==> src/rtl/pidh_pkg.sv <==
// ============================================================================
// pidh_pkg: shared types and constants of the PID heater duty controller
// Field widths, register indexes and fixed-point settings used by the datapath.
// ============================================================================
package pidh_pkg;

    // Fixed-point setup: all temperatures and gains carry FRACTION_BITS bits.
    localparam int FRACTION_BITS    = 8;
    localparam int DRIVE_FULL_SCALE = 1024;

    // Field widths
    localparam int TEMP_W   = 16;                 // sample, setpoint, gains
    localparam int ERR_W    = TEMP_W + 1;         // setpoint - sample, sample change
    localparam int SUM_W    = 18;                 // clamped error sum
    localparam int LIMIT_W  = 17;                 // windup limit magnitude
    localparam int DUTY_W   = 8;
    localparam int PROD_PE_W = TEMP_W + ERR_W;    // gain * error
    localparam int PROD_I_W  = TEMP_W + SUM_W;    // gain * error sum
    localparam int DRIVE_W   = PROD_I_W + 2;      // sum of three products

    // Configuration port
    localparam int CFG_IDX_W  = 3;
    localparam int CFG_DATA_W = LIMIT_W;

    // Duty ceiling and the compare value of a switched-off relay
    localparam logic [DUTY_W-1:0] DUTY_MAX = 8'd255;

    localparam logic [LIMIT_W-1:0] WINDUP_RESET = 17'h1FFFF;

    typedef enum logic [CFG_IDX_W-1:0] {
        REG_SETPOINT   = 3'd0,
        REG_PROP_GAIN  = 3'd1,
        REG_INTEG_GAIN = 3'd2,
        REG_DERIV_GAIN = 3'd3,
        REG_WINDUP     = 3'd4
    } t_cfg_reg;

    typedef enum logic {
        OP_TICK  = 1'b0,
        OP_CLEAR = 1'b1
    } t_op;

endpackage

==> src/rtl/pidh_output_map.sv <==
// ============================================================================
// pidh_output_map: drive value to duty and relay compare
// Cut the Q.2F drive to an integer, clamp to zero and full scale, divide by four.
// ============================================================================
module pidh_output_map (
    input  logic signed [pidh_pkg::DRIVE_W-1:0] i_drive,
    output logic        [pidh_pkg::DUTY_W-1:0]  o_duty,
    output logic        [pidh_pkg::DUTY_W-1:0]  o_pwm_compare
);

    localparam int DRIVE_W   = pidh_pkg::DRIVE_W;
    localparam int DUTY_W    = pidh_pkg::DUTY_W;
    localparam int LEVEL_W   = $clog2(pidh_pkg::DRIVE_FULL_SCALE);
    localparam int LEVEL_MAX = pidh_pkg::DRIVE_FULL_SCALE - 1;
    localparam int QUART_W   = (LEVEL_W > DUTY_W + 2) ? LEVEL_W - 2 : DUTY_W;

    logic signed [DRIVE_W-1:0] shifted;
    logic        [LEVEL_W-1:0] level;
    logic        [QUART_W-1:0] quarter;

    always_comb begin
        shifted = i_drive >>> (2 * pidh_pkg::FRACTION_BITS);
        if (i_drive <= $signed(DRIVE_W'(0))) begin
            level = '0;
        end else if (shifted > $signed(DRIVE_W'(LEVEL_MAX))) begin
            level = LEVEL_W'(LEVEL_MAX);
        end else begin
            level = shifted[LEVEL_W-1:0];
        end

        quarter = QUART_W'(level >> 2);
        if (quarter > QUART_W'(pidh_pkg::DUTY_MAX)) begin
            o_duty = pidh_pkg::DUTY_MAX;
        end else begin
            o_duty = quarter[DUTY_W-1:0];
        end

        // relay stays off (compare at ceiling) when the duty is zero
        if (o_duty != '0) begin
            o_pwm_compare = pidh_pkg::DUTY_MAX - o_duty;
        end else begin
            o_pwm_compare = pidh_pkg::DUTY_MAX;
        end
    end

endmodule

==> src/rtl/pid_heater_duty_controller_top.sv <==
// ============================================================================
// pid_heater_duty_controller_top: fixed-point PID heater controller
// Temperature samples in, heater duty and relay PWM compare out.
// ============================================================================
// Usage:
//   Slave stream: one transfer per control tick. tdata carries the signed
//   Q8.8 temperature, tuser carries the op (tick or clear). A clear zeroes
//   the error sum and the previous sample and yields duty 0, compare 255.
//   Master stream: one transfer per input transfer, in order. tdata carries
//   duty in the low byte and the relay compare in the high byte.
//   Configuration: write setpoint, gains and windup limit through the plain
//   write port while no item is in flight; out-of-range indexes are dropped.
// Timing:
//   Three register stages (state update, product registers, output
//   register). One item is taken every cycle while the receiver does not
//   stall. The error sum closes its loop within the first stage, so
//   ticks may follow each other back to back.
// Reset and stall:
//   Synchronous active-low reset clears the sum, the previous sample, all
//   stage valids and the configuration registers (windup limit to its
//   maximum). When the receiver stalls, each stage holds only while the
//   one after it is full; the pipeline keeps filling its empty stages before tready drops.
// ============================================================================
module pid_heater_duty_controller_top (
    input  logic                                i_clk,
    input  logic                                i_rst_n,
    // slave stream
    input  logic                                s_axis_tvalid,
    output logic                                s_axis_tready,
    input  logic [15:0]                         s_axis_tdata,  // [15:0] temperature
    input  logic                                s_axis_tuser,  // [0] op
    // master stream
    output logic                                m_axis_tvalid,
    input  logic                                m_axis_tready,
    output logic [15:0]                         m_axis_tdata,  // [7:0] duty, [15:8] pwm_compare
    // configuration write port
    input  logic                                i_cfg_we,
    input  logic [pidh_pkg::CFG_IDX_W-1:0]      i_cfg_index,
    input  logic [pidh_pkg::CFG_DATA_W-1:0]     i_cfg_wdata
);

    localparam int TEMP_W    = pidh_pkg::TEMP_W;
    localparam int ERR_W     = pidh_pkg::ERR_W;
    localparam int SUM_W     = pidh_pkg::SUM_W;
    localparam int LIMIT_W   = pidh_pkg::LIMIT_W;
    localparam int PROD_PE_W = pidh_pkg::PROD_PE_W;
    localparam int PROD_I_W  = pidh_pkg::PROD_I_W;
    localparam int DRIVE_W   = pidh_pkg::DRIVE_W;
    localparam int DUTY_W    = pidh_pkg::DUTY_W;
    localparam int ACC_W     = SUM_W + 1;   // sum before the clamp

    // ------------------------------------------------------------------
    // Configuration registers
    // ------------------------------------------------------------------
    logic signed [TEMP_W-1:0]  r_setpoint;
    logic signed [TEMP_W-1:0]  r_prop_gain;
    logic signed [TEMP_W-1:0]  r_integ_gain;
    logic signed [TEMP_W-1:0]  r_deriv_gain;
    logic        [LIMIT_W-1:0] r_windup_limit;

    always_ff @(posedge i_clk) begin
        if (!i_rst_n) begin
            r_setpoint     <= '0;
            r_prop_gain    <= '0;
            r_integ_gain   <= '0;
            r_deriv_gain   <= '0;
            r_windup_limit <= pidh_pkg::WINDUP_RESET;
        end else if (i_cfg_we) begin
            case (i_cfg_index)
                pidh_pkg::REG_SETPOINT:   r_setpoint     <= i_cfg_wdata[TEMP_W-1:0];
                pidh_pkg::REG_PROP_GAIN:  r_prop_gain    <= i_cfg_wdata[TEMP_W-1:0];
                pidh_pkg::REG_INTEG_GAIN: r_integ_gain   <= i_cfg_wdata[TEMP_W-1:0];
                pidh_pkg::REG_DERIV_GAIN: r_deriv_gain   <= i_cfg_wdata[TEMP_W-1:0];
                pidh_pkg::REG_WINDUP:     r_windup_limit <= i_cfg_wdata;
                default: ;  // drop writes to unused indexes
            endcase
        end
    end

    // ------------------------------------------------------------------
    // Pipeline flow control: a stage loads when it is empty or drains
    // ------------------------------------------------------------------
    logic r1_valid, r2_valid, r3_valid;
    logic rdy1, rdy2, rdy3;
    logic in_xfer;

    assign rdy3          = !r3_valid || m_axis_tready;
    assign rdy2          = !r2_valid || rdy3;
    assign rdy1          = !r1_valid || rdy2;
    assign s_axis_tready = rdy1;
    assign in_xfer       = s_axis_tvalid && rdy1;

    // ------------------------------------------------------------------
    // Stage 1: error, clamped integral and sample change; state update
    // ------------------------------------------------------------------
    logic signed [SUM_W-1:0]  r_error_sum;
    logic signed [TEMP_W-1:0] r_prev_sample;
    logic signed [ERR_W-1:0]  r1_err;
    logic signed [SUM_W-1:0]  r1_sum;
    logic signed [ERR_W-1:0]  r1_diff;

    logic signed [TEMP_W-1:0] sample;
    logic signed [ERR_W-1:0]  err;
    logic signed [ACC_W-1:0]  acc;
    logic signed [ACC_W-1:0]  lim_pos;
    logic signed [ACC_W-1:0]  lim_neg;
    logic signed [SUM_W-1:0]  n_error_sum;
    logic signed [TEMP_W-1:0] n_prev_sample;
    logic signed [ERR_W-1:0]  n_err;
    logic signed [ERR_W-1:0]  n_diff;
    logic                     is_clear;

    always_comb begin
        sample   = s_axis_tdata;
        is_clear = (s_axis_tuser == pidh_pkg::OP_CLEAR);
        err      = ERR_W'(r_setpoint) - ERR_W'(sample);
        acc      = ACC_W'(r_error_sum) + ACC_W'(err);
        lim_pos  = $signed({{(ACC_W-LIMIT_W){1'b0}}, r_windup_limit});
        lim_neg  = -lim_pos;

        if (is_clear) begin
            // zero all operands so the drive comes out as zero
            n_error_sum   = '0;
            n_prev_sample = '0;
            n_err         = '0;
            n_diff        = '0;
        end else begin
            if (acc > lim_pos) begin
                n_error_sum = lim_pos[SUM_W-1:0];
            end else if (acc < lim_neg) begin
                n_error_sum = lim_neg[SUM_W-1:0];
            end else begin
                n_error_sum = acc[SUM_W-1:0];
            end
            n_prev_sample = sample;
            n_err         = err;
            n_diff        = ERR_W'(sample) - ERR_W'(r_prev_sample);
        end
    end

    always_ff @(posedge i_clk) begin
        if (!i_rst_n) begin
            r_error_sum   <= '0;
            r_prev_sample <= '0;
            r1_valid      <= 1'b0;
        end else if (rdy1) begin
            r1_valid <= s_axis_tvalid;
            if (s_axis_tvalid) begin
                r_error_sum   <= n_error_sum;
                r_prev_sample <= n_prev_sample;
            end
        end
    end

    always_ff @(posedge i_clk) begin
        if (in_xfer) begin
            r1_err  <= n_err;
            r1_sum  <= n_error_sum;
            r1_diff <= n_diff;
        end
    end

    // ------------------------------------------------------------------
    // Stage 2: three independent products
    // ------------------------------------------------------------------
    logic signed [PROD_PE_W-1:0] r2_p;
    logic signed [PROD_I_W-1:0]  r2_i;
    logic signed [PROD_PE_W-1:0] r2_d;

    always_ff @(posedge i_clk) begin
        if (!i_rst_n) begin
            r2_valid <= 1'b0;
        end else if (rdy2) begin
            r2_valid <= r1_valid;
        end
    end

    always_ff @(posedge i_clk) begin
        if (r1_valid && rdy2) begin
            r2_p <= r_prop_gain  * r1_err;
            r2_i <= r_integ_gain * r1_sum;
            r2_d <= r_deriv_gain * r1_diff;
        end
    end

    // ------------------------------------------------------------------
    // Stage 3: drive sum, duty map and output register
    // ------------------------------------------------------------------
    logic signed [DRIVE_W-1:0] drive;
    logic        [DUTY_W-1:0]  duty;
    logic        [DUTY_W-1:0]  pwm_compare;
    logic        [DUTY_W-1:0]  r3_duty;
    logic        [DUTY_W-1:0]  r3_pwm_compare;

    assign drive = DRIVE_W'(r2_p) + DRIVE_W'(r2_i) - DRIVE_W'(r2_d);

    pidh_output_map u_output_map (
        .i_drive       (drive),
        .o_duty        (duty),
        .o_pwm_compare (pwm_compare)
    );

    always_ff @(posedge i_clk) begin
        if (!i_rst_n) begin
            r3_valid <= 1'b0;
        end else if (rdy3) begin
            r3_valid <= r2_valid;
        end
    end

    always_ff @(posedge i_clk) begin
        if (r2_valid && rdy3) begin
            r3_duty        <= duty;
            r3_pwm_compare <= pwm_compare;
        end
    end

    assign m_axis_tvalid = r3_valid;
    assign m_axis_tdata  = {r3_pwm_compare, r3_duty};

endmodule
==> config.mk <==
export PLATFORM = sky130hd
export DESIGN_NAME = pid_heater_duty_controller_top
export DESIGN_NICKNAME = d
export VERILOG_FILES = /design/src/rtl/pidh_pkg.sv /design/src/rtl/pidh_output_map.sv /design/src/rtl/pid_heater_duty_controller_top.sv
export SDC_FILE = /design/constraint.sdc
export NUM_CORES = 2
export LEC_CHECK = 0
export BUFFER_PORTS_ARGS = -buffer_cell sky130_fd_sc_hd__buf_2
export CAP_MARGIN = 20
export CORE_ASPECT_RATIO = 2
export CORE_MARGIN = 4
export CORE_UTILIZATION = 50
export CTS_CLUSTER_DIAMETER = 80
export DETAILED_ROUTE_END_ITERATION = 8
export PLACE_DENSITY = 0.66
export SYNTH_ARGS = -nofsm -noshare
export SYNTH_HDL_FRONTEND = slang
export SYNTH_HIERARCHICAL = 1
export SYNTH_SLANG_ARGS = --single-unit
==> constraint.sdc <==
create_clock -name i_clk -period 17.15 [get_ports i_clk]
set_input_delay 1.715 -clock i_clk [delete_from_list [all_inputs] [get_ports i_clk]]
set_output_delay 1.715 -clock i_clk [all_outputs]
set_load 0.02 [all_outputs]
==> metrics.md <==
| Metric | Value |
|---|---|
| P_sw | `1.126 mW` |
| # fillers | `8714` |
| CP Capture Type | `flip-flop` |
| Root buffer cell | `clkbuf_16` |
| Worst-Margin Slew | `between 1 and 1.5 ns` |
| Most frequent CP cell | `ha_1` |
| CP delay by family, top | `compound AO/OA/AOI/OAI gates` |
| Total global routing overflow | `0` |
| Router iterations before antenna repair | `6` |
| Fmax | `124.7 MHz` |
| CTS tree | `done` |
| GRT Total Usage | `26.82%` |
| Antenna Nets Post-Route | `0` |
| Global placement routability congestion | `about 0.95` |
| Final setup fails | `0` |
| Clock skew | `0.02527 ns` |
| Die area | `0.1003 mm2` |
| Synthesized area | `0.04751 mm2` |
| First-pass GRT wire length | `206500 um` |
| Layout cells sized above 1 | `3.827%` |
| Die span in y | `~440 um` |
| Row count | `159` |
| Starting density of the core | `50.49%` |
| Startpoint Class | `primary input` |
| Initial antenna violation count | `2` |
| Tot Pwr | `2.727 mW` |
| Reg2Reg Depth | `21` |
| Register area | `~0.0074 mm2` |
| DRC | `0` |
| Die Wd | `226.0 um` |
| CTS Buf Count | `29` |
| CP peak stage delay | `0.57 ns` |
| Crit path time final | `around 8.0 ns` |
| H-tree depth | `1` |
| Dpl hpwl | `107800 um` |
| Hold crit path type | `flip-flop to flip-flop` |
| Area growth syn-to-layout | `5.040%` |
| Worst-path fanout max | `25` |
| Setup Fix Bufs, Post-CTS | `0` |
| Core Area | `between 0.09 and 0.1 mm2` |
| Top Layer Used | `met4` |
| CP Data Arrival Time | `between 8 and 9 ns` |
| Sequential share of power | `33.5%` |
| Setup TNS | `0 ns` |
| RSZ-0062 raised after global routing | `no` |
| 1st-iter DRT viols | `1909` |
| CP Buf/Inv Count | `3` |
| Multi-input logic area | `0.03494 mm2` |
| Fin crit share | `a little under half` |
| Max-Cap Viols | `0` |
| Setup CP Type | `primary input to flip-flop` |
| Fin util | `between 50 and 60%` |
| Vias in the first global route | `38.11k` |
| Wl on met1 | `around 44000 um` |
| Peak supply drop | `0.00008660 V` |
| CP Depth | `28` |
| Count of input and output buffers | `59` |
| Routed len/inst | `20.96 um` |
| CP max stage cell | `o41ai_1` |
| Largest net degree at the start of global routing | `80` |
| Max-slew violations | `0` |
| Yosys Warn Count | `6` |
| Cell count of the worst hold path | `2` |
| Slew margin rel. | `21.72%` |
| Hold buffer count at cts | `0` |
| Status | `completed` |
| Power per cell area | `between 50 and 60 mW/mm2` |
| Combinational power share | `a little over two fifths` |
| CP required | `17.48 ns` |
| Syn avg cell area | `9.276 um2` |
| Clock power frac | `about a quarter` |
| Layout Nets | `6368` |
| Switching power share of the total | `about two fifths` |
| I/O pins | `60` |
| Via/cell ratio | `5.524` |
| Met2 WL post-DR | `~72000 um` |
| CTS Sinks | `286` |
| Max clock buf depth | `3` |
| P_int | `between 1.5 and 2 mW` |
| Post-Syn Nets | `approximately 6.4k` |
| Cells after Synth | `5122` |
| Clk Latency, worst-skew pair | `0.60 ns` |
| Final wirelength | `132200 um` |
| Clock Pin Slew Worst Setup and Hold Paths | `0.07 ns` |
| Final-report hold violation count | `0` |
| Leak pwr | `24.84 nW` |
| Met3 wire len | `~5600 um` |
| Post_cts resized | `0` |
| DR vias | `roughly 35k` |
[sequential cells by signal, summed over array words and instances (netlist names), 16 cells and up]
register        cells
r_error_sum        18
r2_i               34
r2_p               33
r_deriv_gain       16
r_integ_gain       16
r_prev_sample      16
r2_d               33
r1_sum             18
r_prop_gain        16
r_setpoint         16
r1_diff            17
r_windup_limit     17
r1_err             17
[per-layer routing]
metal,up-vias,track usage (%)
li1,15570,-
met1,17740,28.07
met2,1050,51.08
met3,476,1.875
met4,0,16.77
met5,-,0
[power groups by stage]
stage	Sequential, mW	Clock, mW	Combinational (mW)
after floorplan	0.857	0	0.828
after global placement	0.926	0	1.13
after detailed placement	0.926	0	1.15
after CTS	0.911	0.665	1.16
after global routing	0.916	0.690	1.28
final	0.913	0.658	1.16
[worst reg2reg max path, delay by kind of cell, from the launching register on]
kind / cells / cell delay, ns
xor gates and xnor gates: 1 / 0.18
and+or+nand+nor: 3 / 0.35
adders and majority gates: 7 / 3.49
buffers and inverters: 3 / 0.19
DFF: 1 / 0.91
AOI/OAI and AO/OA: 7 / 2.37
[cell usage in the layout (no fill, tap or decap), drive strengths merged, types with 94 or more instances in the layout]
| master | instances |
|---|---|
| and2 | 363 |
| fa | 879 |
| o21ai | 94 |
| a21oi | 126 |
| buf | 98 |
| inv | 1196 |
| ha | 375 |
| nand2 | 667 |
| xnor2 | 132 |
| dfxtp | 118 |
| edfxtp | 168 |
| nor2 | 165 |
[per-stage QoR]
stage | instances | cell area (um2) | hold WS, ns | worst slack [ns]
2_1_floorplan | 5122 | 47510 | 0.4315 | 7.398
3_3_place_gp | 6246 | 48910 | 0.4566 | 8.619
3_5_place_dp | 6247 | 48910 | 0.4540 | 8.562
4_1_cts | 6301 | 49890 | 0.4634 | 9.180
5_1_grt | 6302 | 49900 | 0.4933 | 8.822
6_report | 6305 | 49910 | 0.4705 | 9.128
[final cells by class]
class	count	share of cell area (%)
antenna	3	0.01504
clock buffer	40	1.690
clock inverter	14	0.2632
inverter	1193	8.975
multi-input combinational	3464	70.00
sequential	286	14.84
tap	1207	3.026
timing repair buffer	98	1.186
[path summary, 6_finish.rpt]
| check | from | end | slack [ns] |
|---|---|---|---|
| max | s_axis_tdata[0] | r1_sum[0] | 9.13 |
| min | r_deriv_gain[9] | r_deriv_gain[9] | 0.47 |
| max reg2reg | r_prop_gain[1] | r2_p[31] | 9.43 |
| min reg2reg | r_deriv_gain[9] | r_deriv_gain[9] | 0.47 |
Note: power is estimated with default switching activity, not from simulation.
